[config.mk]
export PLATFORM = sky130hd
export DESIGN_NAME = md5_stream_hasher_top
export DESIGN_NICKNAME = d
export VERILOG_FILES = /design/src/rtl/md5sh_pkg.sv /design/src/rtl/md5sh_core.sv /design/src/rtl/md5_stream_hasher_top.sv
export SDC_FILE = /design/constraint.sdc
export NUM_CORES = 2
export LEC_CHECK = 0
export BUFFER_PORTS_ARGS = -buffer_cell sky130_fd_sc_hd__buf_2
export CORE_ASPECT_RATIO = 1.2
export CORE_UTILIZATION = 50
export DETAILED_ROUTE_END_ITERATION = 8
export PLACE_DENSITY = 0.68
export SLEW_MARGIN = 10
export SYNTH_ARGS = -nofsm -noshare
export SYNTH_HDL_FRONTEND = slang
export SYNTH_HIERARCHICAL = 1
export SYNTH_SLANG_ARGS = --single-unit
[constraint.sdc]
create_clock -name i_clk -period 9.4 [get_ports i_clk]
set_input_delay 1.88 -clock i_clk [delete_from_list [all_inputs] [get_ports i_clk]]
set_output_delay 1.88 -clock i_clk [all_outputs]
set_load 0.02 [all_outputs]
[src/rtl/md5sh_pkg.sv]
// Shared types, constants and index helpers for the MD5 stream hasher.
package md5sh_pkg;

    localparam logic [31:0] MD5_IV [4] = '{
        32'h67452301, 32'hefcdab89, 32'h98badcfe, 32'h10325476
    };

    localparam logic [31:0] MD5_K [64] = '{
        32'hd76aa478, 32'he8c7b756, 32'h242070db, 32'hc1bdceee,
        32'hf57c0faf, 32'h4787c62a, 32'ha8304613, 32'hfd469501,
        32'h698098d8, 32'h8b44f7af, 32'hffff5bb1, 32'h895cd7be,
        32'h6b901122, 32'hfd987193, 32'ha679438e, 32'h49b40821,
        32'hf61e2562, 32'hc040b340, 32'h265e5a51, 32'he9b6c7aa,
        32'hd62f105d, 32'h02441453, 32'hd8a1e681, 32'he7d3fbc8,
        32'h21e1cde6, 32'hc33707d6, 32'hf4d50d87, 32'h455a14ed,
        32'ha9e3e905, 32'hfcefa3f8, 32'h676f02d9, 32'h8d2a4c8a,
        32'hfffa3942, 32'h8771f681, 32'h6d9d6122, 32'hfde5380c,
        32'ha4beea44, 32'h4bdecfa9, 32'hf6bb4b60, 32'hbebfbc70,
        32'h289b7ec6, 32'heaa127fa, 32'hd4ef3085, 32'h04881d05,
        32'hd9d4d039, 32'he6db99e5, 32'h1fa27cf8, 32'hc4ac5665,
        32'hf4292244, 32'h432aff97, 32'hab9423a7, 32'hfc93a039,
        32'h655b59c3, 32'h8f0ccc92, 32'hffeff47d, 32'h85845dd1,
        32'h6fa87e4f, 32'hfe2ce6e0, 32'ha3014314, 32'h4e0811a1,
        32'hf7537e82, 32'hbd3af235, 32'h2ad7d2bb, 32'heb86d391
    };

    // rotate amounts, indexed by {round group, round[1:0]}
    localparam logic [4:0] MD5_S [16] = '{
        5'd7, 5'd12, 5'd17, 5'd22, 5'd5, 5'd9,  5'd14, 5'd20,
        5'd4, 5'd11, 5'd16, 5'd23, 5'd6, 5'd10, 5'd15, 5'd21
    };

    localparam logic [7:0] PAD_MARK = 8'h80;

    typedef struct packed {
        logic       start;
        logic       init;
        logic       wr_en;
        logic [3:0] wr_addr;
    } t_core_cmd;

    // message word used by a given round
    function automatic logic [3:0] word_idx(input logic [5:0] rnd);
        logic [3:0] lo;
        logic [3:0] res;
        lo = rnd[3:0];
        unique case (rnd[5:4])
            2'd0: res = lo;
            2'd1: res = lo * 4'd5 + 4'd1;
            2'd2: res = lo * 4'd3 + 4'd5;
            default: res = lo * 4'd7;
        endcase
        return res;
    endfunction

endpackage

[src/rtl/md5sh_core.sv]
// MD5 compression engine: word store, one round unit run 64 times, chaining words.
module md5sh_core (
    input  logic                  i_clk,
    input  logic                  i_rst_n,
    input  md5sh_pkg::t_core_cmd  i_cmd,
    input  logic [31:0]           i_wr_data,
    output logic                  o_busy,
    output logic [3:0][31:0]      o_chain
);

    localparam logic [1:0] C_IDLE  = 2'd0;
    localparam logic [1:0] C_FETCH = 2'd1;
    localparam logic [1:0] C_ROUND = 2'd2;
    localparam logic [1:0] C_ADD   = 2'd3;

    logic [1:0]       r_state;
    logic [5:0]       r_round;
    logic [3:0][31:0] r_h;
    logic [31:0]      r_a, r_b, r_c, r_d;
    logic [31:0]      r_mem [16];
    logic [31:0]      r_wdat;

    logic [3:0]       rd_addr;
    logic [31:0]      fn;
    logic [31:0]      sum;
    logic [63:0]      rot2;
    logic [4:0]       shamt;
    logic [31:0]      n_b;

    // read one round ahead so the word is registered when its round runs
    assign rd_addr = md5sh_pkg::word_idx((r_state == C_FETCH) ? 6'd0 : r_round + 6'd1);

    always_ff @(posedge i_clk) begin
        if (i_cmd.wr_en) begin
            r_mem[i_cmd.wr_addr] <= i_wr_data;
        end
        r_wdat <= r_mem[rd_addr];
    end

    always_comb begin
        unique case (r_round[5:4])
            2'd0: fn = (r_b & r_c) | (~r_b & r_d);
            2'd1: fn = (r_d & r_b) | (~r_d & r_c);
            2'd2: fn = r_b ^ r_c ^ r_d;
            default: fn = r_c ^ (r_b | ~r_d);
        endcase
        sum   = r_a + fn + md5sh_pkg::MD5_K[r_round] + r_wdat;
        shamt = md5sh_pkg::MD5_S[{r_round[5:4], r_round[1:0]}];
        rot2  = {sum, sum} << shamt;
        n_b   = r_b + rot2[63:32];
    end

    always_ff @(posedge i_clk) begin
        if (!i_rst_n) begin
            r_state <= C_IDLE;
            r_round <= '0;
            for (int i = 0; i < 4; i++) begin
                r_h[i] <= md5sh_pkg::MD5_IV[i];
            end
        end else begin
            unique case (r_state)
                C_IDLE: begin
                    if (i_cmd.init) begin
                        for (int i = 0; i < 4; i++) begin
                            r_h[i] <= md5sh_pkg::MD5_IV[i];
                        end
                    end
                    if (i_cmd.start) begin
                        r_state <= C_FETCH;
                        r_round <= '0;
                    end
                end
                C_FETCH: begin
                    r_state <= C_ROUND;
                end
                C_ROUND: begin
                    r_round <= r_round + 6'd1;
                    if (r_round == 6'd63) begin
                        r_state <= C_ADD;
                    end
                end
                default: begin
                    r_h[0]  <= r_h[0] + r_a;
                    r_h[1]  <= r_h[1] + r_b;
                    r_h[2]  <= r_h[2] + r_c;
                    r_h[3]  <= r_h[3] + r_d;
                    r_state <= C_IDLE;
                end
            endcase
        end
    end

    always_ff @(posedge i_clk) begin
        if (r_state == C_IDLE && i_cmd.start) begin
            r_a <= r_h[0];
            r_b <= r_h[1];
            r_c <= r_h[2];
            r_d <= r_h[3];
        end else if (r_state == C_ROUND) begin
            r_a <= r_d;
            r_d <= r_c;
            r_c <= r_b;
            r_b <= n_b;
        end
    end

    assign o_busy  = (r_state != C_IDLE);
    assign o_chain = r_h;

endmodule

[src/rtl/md5_stream_hasher_top.sv]
// MD5 stream hasher top level: byte intake, padding sequencer and digest output.
//
// Takes a message one byte per transfer and returns the 128-bit MD5 digest as four
// 32-bit word transfers, word 0 first, each word's low byte being the earliest digest
// byte. A byte transfer that does not complete a 64-byte block is taken without a
// stall. The transfer that completes a block holds the input off while the single
// round unit does one word fetch, runs the 64 rounds one per cycle, does the
// chaining add and hands back to the sequencer. An end-of-message transfer then
// feeds the padding and length bytes one per cycle, pausing while a compression
// runs, through the same byte path (9 to 72 bytes), runs one or two more
// compressions, and hands out the four digest words, subject to output
// back-pressure. After the digest the hasher is back at the initial vector, ready
// for the next message.
module md5_stream_hasher_top (
    input  logic        i_clk,
    input  logic        i_rst_n,
    input  logic        s_axis_tvalid,
    output logic        s_axis_tready,
    input  logic [7:0]  s_axis_tdata,   // [7:0] data_byte
    input  logic        s_axis_tuser,   // [0] byte_valid
    input  logic        s_axis_tlast,   // end_of_message
    output logic        m_axis_tvalid,
    input  logic        m_axis_tready,
    output logic [39:0] m_axis_tdata,   // [31:0] digest_word, [33:32] word_index, rest 0
    output logic        m_axis_tlast    // last_word
);

    localparam logic [1:0] ST_IDLE = 2'd0;
    localparam logic [1:0] ST_COMP = 2'd1;
    localparam logic [1:0] ST_PAD  = 2'd2;
    localparam logic [1:0] ST_OUT  = 2'd3;

    localparam logic [1:0] P_MARK = 2'd0;
    localparam logic [1:0] P_ZERO = 2'd1;
    localparam logic [1:0] P_LEN  = 2'd2;

    logic [1:0]  r_state;
    logic [1:0]  r_ret;
    logic [5:0]  r_pos;
    logic [23:0] r_wbuf;
    logic [63:0] r_bits;
    logic [1:0]  r_pstep;
    logic [2:0]  r_lcnt;
    logic [1:0]  r_oidx;
    logic        r_ovalid;
    logic [31:0] r_odata;
    logic [1:0]  r_oindex;
    logic        r_olast;

    logic                 accept;
    logic                 put_en;
    logic [7:0]           put_byte;
    logic                 out_load;
    logic [1:0]           n_state;
    logic                 core_busy;
    logic [3:0][31:0]     chain;
    md5sh_pkg::t_core_cmd core_cmd;

    assign s_axis_tready = (r_state == ST_IDLE);
    assign accept        = s_axis_tvalid && s_axis_tready;
    assign out_load      = (r_state == ST_OUT) && (!r_ovalid || m_axis_tready);

    always_comb begin
        put_en   = 1'b0;
        put_byte = s_axis_tdata;
        if (r_state == ST_IDLE) begin
            put_en = accept && s_axis_tuser;
        end else if (r_state == ST_PAD) begin
            put_en = 1'b1;
            priority if (r_pstep == P_MARK) begin
                put_byte = md5sh_pkg::PAD_MARK;
            end else if (r_pstep == P_LEN) begin
                put_byte = r_bits[{r_lcnt, 3'b000} +: 8];
            end else begin
                put_byte = 8'h00;
            end
        end
    end

    always_comb begin
        core_cmd.wr_en   = put_en && (r_pos[1:0] == 2'd3);
        core_cmd.wr_addr = r_pos[5:2];
        core_cmd.start   = put_en && (r_pos == 6'd63);
        core_cmd.init    = out_load && (r_oidx == 2'd3);
    end

    // where the sequencer goes once the current byte (if any) is taken
    always_comb begin
        n_state = r_state;
        unique case (r_state)
            ST_IDLE: n_state = (accept && s_axis_tlast) ? ST_PAD : ST_IDLE;
            ST_PAD:  n_state = (r_pstep == P_LEN && r_lcnt == 3'd7) ? ST_OUT : ST_PAD;
            ST_COMP: n_state = r_ret;
            default: n_state = (out_load && r_oidx == 2'd3) ? ST_IDLE : ST_OUT;
        endcase
    end

    md5sh_core u_core (
        .i_clk     (i_clk),
        .i_rst_n   (i_rst_n),
        .i_cmd     (core_cmd),
        .i_wr_data ({put_byte, r_wbuf}),
        .o_busy    (core_busy),
        .o_chain   (chain)
    );

    always_ff @(posedge i_clk) begin
        if (put_en) begin
            unique case (r_pos[1:0])
                2'd0: r_wbuf[7:0]   <= put_byte;
                2'd1: r_wbuf[15:8]  <= put_byte;
                2'd2: r_wbuf[23:16] <= put_byte;
                default: ;
            endcase
        end
        if (out_load) begin
            r_odata  <= chain[r_oidx];
            r_oindex <= r_oidx;
            r_olast  <= (r_oidx == 2'd3);
        end
    end

    always_ff @(posedge i_clk) begin
        if (!i_rst_n) begin
            r_state  <= ST_IDLE;
            r_ret    <= ST_IDLE;
            r_pos    <= '0;
            r_bits   <= '0;
            r_pstep  <= P_MARK;
            r_lcnt   <= '0;
            r_oidx   <= '0;
            r_ovalid <= 1'b0;
        end else begin
            if (put_en) begin
                r_pos <= r_pos + 6'd1;
            end

            if (core_cmd.start) begin
                r_state <= ST_COMP;
                r_ret   <= n_state;
            end else if (r_state != ST_COMP || !core_busy) begin
                r_state <= n_state;
            end

            if (accept) begin
                r_pstep <= P_MARK;
                r_lcnt  <= '0;
                r_oidx  <= '0;
                if (s_axis_tuser) begin
                    r_bits <= r_bits + 64'd8;
                end
            end

            if (r_state == ST_PAD) begin
                if (r_pstep == P_LEN) begin
                    r_lcnt <= r_lcnt + 3'd1;
                end else begin
                    r_pstep <= (r_pos == 6'd55) ? P_LEN : P_ZERO;
                end
            end

            if (m_axis_tready) begin
                r_ovalid <= 1'b0;
            end
            if (out_load) begin
                r_ovalid <= 1'b1;
                r_oidx   <= r_oidx + 2'd1;
            end
            if (core_cmd.init) begin
                r_bits <= '0;
            end
        end
    end

    assign m_axis_tvalid = r_ovalid;
    assign m_axis_tdata  = {6'b000000, r_oindex, r_odata};
    assign m_axis_tlast  = r_olast;

    a_start_idle: assert property (@(posedge i_clk) disable iff (!i_rst_n)
        core_cmd.start |-> !core_busy)
        else $error("compression started while engine busy");

    a_accept_idle: assert property (@(posedge i_clk) disable iff (!i_rst_n)
        accept |-> !core_busy)
        else $error("byte taken during compression");

    a_len_tail: assert property (@(posedge i_clk) disable iff (!i_rst_n)
        (r_state == ST_PAD && r_pstep == P_LEN) |->
            (r_pos[5:3] == 3'b111 && r_pos[2:0] == r_lcnt))
        else $error("length bytes out of place in block");

    a_reinit: assert property (@(posedge i_clk) disable iff (!i_rst_n)
        core_cmd.init |=> (r_state == ST_IDLE && r_pos == 6'd0 && r_bits == 64'd0))
        else $error("hasher not back at start after digest");

endmodule
# == After elaboration in Yosys (flattened, before gate mapping) ==
# Memory sizes are Yosys's and may differ from the RTL's. A register that Yosys moved wholly into a read port is not among the register bits.
# Cells that the tools add are included.
# totals
in_bits,14
memories,3
reg_bits,405
mem_bits_rw,512
wordCells,173
romBits,2128
# classes
n_mux,49
reduce_logical,35
bitwise,16
n_shift,2
n_lt_le_gt_ge,3
multipliers,3
n_eq_ne,22
n_addsub,15
# mem_list
name,words,word_bits,read_ports,rd_ports_with_merged_regs,wr,line_no,rtl
(name not given),64,32,1,0,0,md5sh_core.sv:47,sum = r_a + fn + md5sh_pkg::MD5_K[r_round] + r_wdat;
u_core.r_mem,16,32,1,1,1,md5sh_core.sv:20,logic [31:0] r_mem [16];
(name not given),16,5,1,0,0,md5sh_core.sv:48,"shamt = md5sh_pkg::MD5_S[{r_round[5:4], r_round[1:0]}];"
# ops
cell,n
32-bit two-way mux,11
32-bit adder,8
128-bit case mux with 2 select lines,1
32-bit AND,4
128-bit two-way mux,1
32-bit OR,3
32-bit case mux with 3 select lines,1
32-bit XOR,3
64-bit by 4-bit adder with 64-bit output (second input constant),1
32-bit binary-select mux with 2-bit select,1
32-bit inverter,2
64-bit by 7-bit variable part select with 8-bit output,1
64-bit by 5-bit left shift with 64-bit output,1
8-bit two-way mux,4
2-bit two-way mux,10
2-bit equality test (second input constant),9
6-bit equality test (second input constant),3
2-bit AND reduction,7
6-bit by 1-bit adder with 6-bit output (second input constant),2
2-bit zero test,6
6-bit two-way mux,2
2-bit case mux with 3 select lines,2
4-bit case mux with 3 select lines,1
6-bit case mux with 2 select lines,1
other kinds (24),60

# == Longest topological paths before layout ==
# depth
word_depth,11
ltp_mapped,44
ltp_nobuf,40

# == By module ==
# The synthesis kept the hierarchy.
# by_module_without_submodules
mod,area_per_inst_um2,cells_each,instances,seq_area_each_um2
md5sh_core,48261.3,4539,1,22581.7
md5_stream_hasher_top,6998.0,613,1,3353.2

# == Worst setup path after synthesis ==
# Ideal clock, no wire load.
# synth_timing
path_type,reg-to-reg
from,reg u_core.r_round[1]
to,reg u_core.r_b[30] (data pin)
slack_ps,296
required_ps,9133
stages_incl_launch_ff,44
setup_time_ps,267
arrival_time_ps,8837
cell_sequence,dfxtp_1 -> clkbuf_1 -> inv_1 -> clkbuf_1 -> ha_1 -> buf_2 -> clkbuf_1 -> nand2_1 -> a21oi_1 -> o22ai_1 -> a21oi_1 -> fa_1 -> inv_1 -> fa_1 -> inv_1 -> ha_1 -> inv_1 -> fa_1 -> [8 not listed] -> nor2_1 -> nor2_1 -> mux2i_1 -> mux2i_1 -> ha_1 -> fa_1 -> a21oi_1 -> o21ai_1 -> o31ai_1 -> o21a_1 -> a311oi_1 -> o21ai_0 -> o311ai_1 -> a21o_1 -> a21oi_1 -> o21ai_1 -> xnor2_1 -> o21ai_0
# synth_via
elab_chain_cells,10
# synth_lines
element,line_no,rtl
"start, declared",md5sh_core.sv:17,logic [5:0] r_round;
"start signal, assigned",md5sh_core.sv:77,r_round <= r_round + 6'd1;
6-bit inverter with 7-bit output (implied by the code),md5sh_core.sv:47,
memory read 64 x 32 bit,-,
32-bit two-way mux (implied by the code) (2 in a row),md5sh_core.sv:47,
32-bit adder (2 in a row),md5sh_core.sv:47,
64-bit by 5-bit left shift with 64-bit output *,md5sh_core.sv:49,"rot2 = {sum, sum} << shamt;"
32-bit adder *,md5sh_core.sv:50,n_b = r_b + rot2[63:32];
32-bit two-way mux *,md5sh_core.sv:99,end else if (r_state == C_ROUND) begin
32-bit two-way mux *,md5sh_core.sv:94,if (r_state == C_IDLE && i_cmd.start) begin
"end signal, assigned",md5sh_core.sv:96,r_b <= r_h[1];
"end signal, assigned",md5sh_core.sv:103,r_b <= n_b;
"end, declared",md5sh_core.sv:19,"logic [31:0] r_a, r_b, r_c, r_d;"
# Every way passes the cells marked *; elsewhere a longest branch is shown, timed or not. The select of a mux whose other input is x is not followed.
# A chain may end at the register's enable or synchronous reset.

# == Worst setup path in the final report ==
# layout_timing
from,reg u_core.r_round[0]
to,reg u_core.r_b[30] (data pin)
# The elaborated chain is that of the path after synthesis.

==> metrics.cfg <==
[sta]
maxClockFrequency_mhz=111
relSlewSlack_pct=17.9
timing.hold.ws_ns=0.500
minimum_period_implied_by_the_final_worst_setup_slack_ns=8.99
timing.clock.skew_ns=0.0582
finalHoldViolations=0
timing.final.max_slew_violations=0
post-route-period-util_pct=95.6
worst-slew-pin-transition_ns=1.23
count_of_endpoints_failing_setup_in_the_final_report=0
final.setup.worst_slack_ns=0.409

[cells_and_area]
num-nets-final=5624
final_cell_mix=edfxtp_1 (699), nand2_1 (661), a21oi_1 (341)
layout_commonest_cell=edfxtp_1
max_flop_register=u_core/r_mem
area_growth_pct=12.4
share_of_final_layout_standard_cells_stronger_than_drive_strength_1_pct=15.1
post-route-util_pct=56.7
fillCellCount=9221
largest_reg_flops=512
multi_input_area_sq_um=27600
final-seq-area_sq_um=25900

[route]
ant_nets=0
vias=42900
drtPass1Iterations=8
drc=0
vias_per_cell=6.30
drt_first_iter_violations=4144
total_routed_length_um=172000
detail_route.wl_per_cell_um=25.2

[outcome]
status=completed

[yosys]
syn_area_per_cell_sq_um=10.7
yosys_register_bits=946
area_fraction_of_the_dominant_cell_type_after_synthesis_pct=38.0
netlist_area_sq_um=55300
yosys_warnings=6
main_flop_type_after_synthesis=edfxtp_1
synth_top_area_cell=edfxtp_1
netlist_top_cells_area=edfxtp_1 (38%), dfxtp_1 (8.9%), mux4_2 (7.4%)
yosys.cell_types.count=107
mapped_cells=5152
synth_edf_count=699
ys_async_sr_fraction_pct=0
ys_seq_area_share_pct=46.9

[die]
start_util_pct=50.5
die_width_um=305
dieHeight_um=366
design.core.area_sq_um=109000
dieArea_sq_um=112000
pin_count=57
placementRows=133

[clock_tree]
tritoncts_sinks=946
register_clock_pin_slew_on_the_reported_worst_setup_and_hold_paths_ns=0.06
cts_max_level=3
clock_tree_from_tritoncts=done
numCtsBuffers=95
clk_root_buffer_cell=clkbuf_16
holdBufCountCts=0
cts_buffer_depth=3
clock_insertion_delay_worst_skew_ns=0.74

[critical_path]
timing.critical_path.arrival_ns=9.39
startpoint_type=register
criticalPathCategory=reg -> reg
crit_fanout=14
path_common_cell=buf_4
worst-endpoint-required_ns=9.80
crit_path_end_kind=register
cpPeakStageDelay_ns=0.52
critPathSlowestCell=fa_1

[power_and_ir_drop]
clock_power_share_pct=30.7
power_density_nw_per_um2=208
sum_of_internal_switching_and_leakage_power_w=0.0129
comb_power_share_pct=31.4
worst_ir_drop_vdd_mv=0.187
seq_power_share_pct=38.0
power_switching_share_pct=32.5
sw_pwr_w=0.00419
p_int_w=0.00872
power.static_leakage_nw=23.2

[placed_design]
dp_worst_setup_slack_ns=0.104
detailed_placer_s_ending_hpwl_um=118000
finalWeightedCongestion=0.962
numPortBuffers=50

[global_routing]
antenna_found_initial=2
track_usage_pct=30.2
grt_start_max_net_pins=129
global_route.usage.met3_pct=4.09
gr-usage-met2_pct=50.8
globalRoute.totalOverflow=0
first_global_vias=41300
grtUsageMet1_pct=37.1
first_pass_grt_wire_length_um=256000
grt_most_used_layer=met2

[min_path]
hold_class=reg -> reg

[run]
maxCapViolations=0

[layer usage]
layer	up-vias	part of all wire, %
met2	1753	49
met3	437	6.4
met1	21200	39
met4	0	6.4
li1	19500	-
met5	-	0
[worst max-delay path, delay by kind of cell (launching register included)]
family	cells	cell delay [ns]
XOR/XNOR	1	0.13
flip-flops	1	0.31
buffers and inverters	9	1.18
multiplexers	3	0.90
adder cells (fa/ha/maj)	5	1.91
AO/OA/AOI/OAI	18	3.47
AND/OR/NAND/NOR	5	0.82
[layout make-up]
| cell class | count | area share, % |
|---|---|---|
| timing repair buffer | 338 | 4.14 |
| multi-input combinational | 3697 | 44.5 |
| sequential | 946 | 41.8 |
| clock inverter | 61 | 1.19 |
| inverter | 234 | 1.41 |
| antenna | 1 | 0.00403 |
| clock buffer | 115 | 4.08 |
| tap | 1417 | 2.86 |
[cell families (layout without fill, tap and decap cells)]
family,after synthesis,count (layout),share of synthesized area [%]
simple gates,1599,1599,13.6
compound gates,1242,1242,14.4
flops,946,946,46.9
buf+inv,514,748,3.77
mux,306,306,9.72
fa+ha+maj,299,299,7.70
xor+xnor,245,245,3.92
other cells,1,7,0.00679
[worst paths after layout]
kind | slack (ns) | depth (start not counted) | endpoint | start
setup / recovery | 0.41 | 41 | u_core/r_b[30] | u_core/r_round[0]
hold / removal | 0.50 | 2 | u_core/o_chain[125] | u_core/o_chain[125]
setup reg to reg | 0.41 | 41 | u_core/r_b[30] | u_core/r_round[0]
hold reg to reg | 0.50 | 2 | u_core/o_chain[125] | u_core/o_chain[125]
[Yosys cell counts (20+ instances only)]
master / n
nand2b_1: 31
edfxtp_1: 699
mux2i_1: 110
a21oi_1: 345
o211ai_1: 28
mux4_2: 182
a31oi_1: 33
nand3_1: 106
xnor2_1: 159
nand4_1: 40
o21ai_0: 267
nor3_1: 129
a21o_1: 81
o311a_1: 33
o22ai_1: 78
nor4_1: 21
fa_1: 69
nand2_1: 665
nor2_1: 292
inv_1: 230
a211oi_1: 88
buf_1: 48
a22oi_1: 40
buf_2: 33
dfxtp_1: 247
o21bai_1: 23
xor2_1: 83
o31ai_1: 20
o21a_1: 35
or3_1: 37
and2_1: 28
nor2b_1: 101
and3_1: 68
ha_1: 229
clkbuf_1: 176
[power by group through the flow]
stage | combinational, W | clock, W | sequential [W]
global route | 0.00441 | 0.00416 | 0.00492
CTS | 0.00395 | 0.00402 | 0.00490
global placement | 0.00388 | 0 | 0.00498
detailed placement | 0.00392 | 0 | 0.00499
floorplan | 0.00268 | 0 | 0.00489
finish | 0.00405 | 0.00396 | 0.00490
[repair_timing]
item	in CTS	in global routing
endpoints found under the setup margin	0	10
gates resized for setup	0	38
setup buffers	0	3
[stage by stage]
| stage | setup TNS (ns) | cell area (sq um) | cells |
|---|---|---|---|
| after global routing | -0.0385 | 62100 | 6808 |
| after detailed placement | 0 | 58700 | 6629 |
| after global placement | 0 | 58700 | 6629 |
| final | 0 | 62100 | 6809 |
| after CTS | 0 | 61900 | 6805 |
| after floorplan | 0 | 55300 | 5157 |
Power figures use the tool's default switching activity.
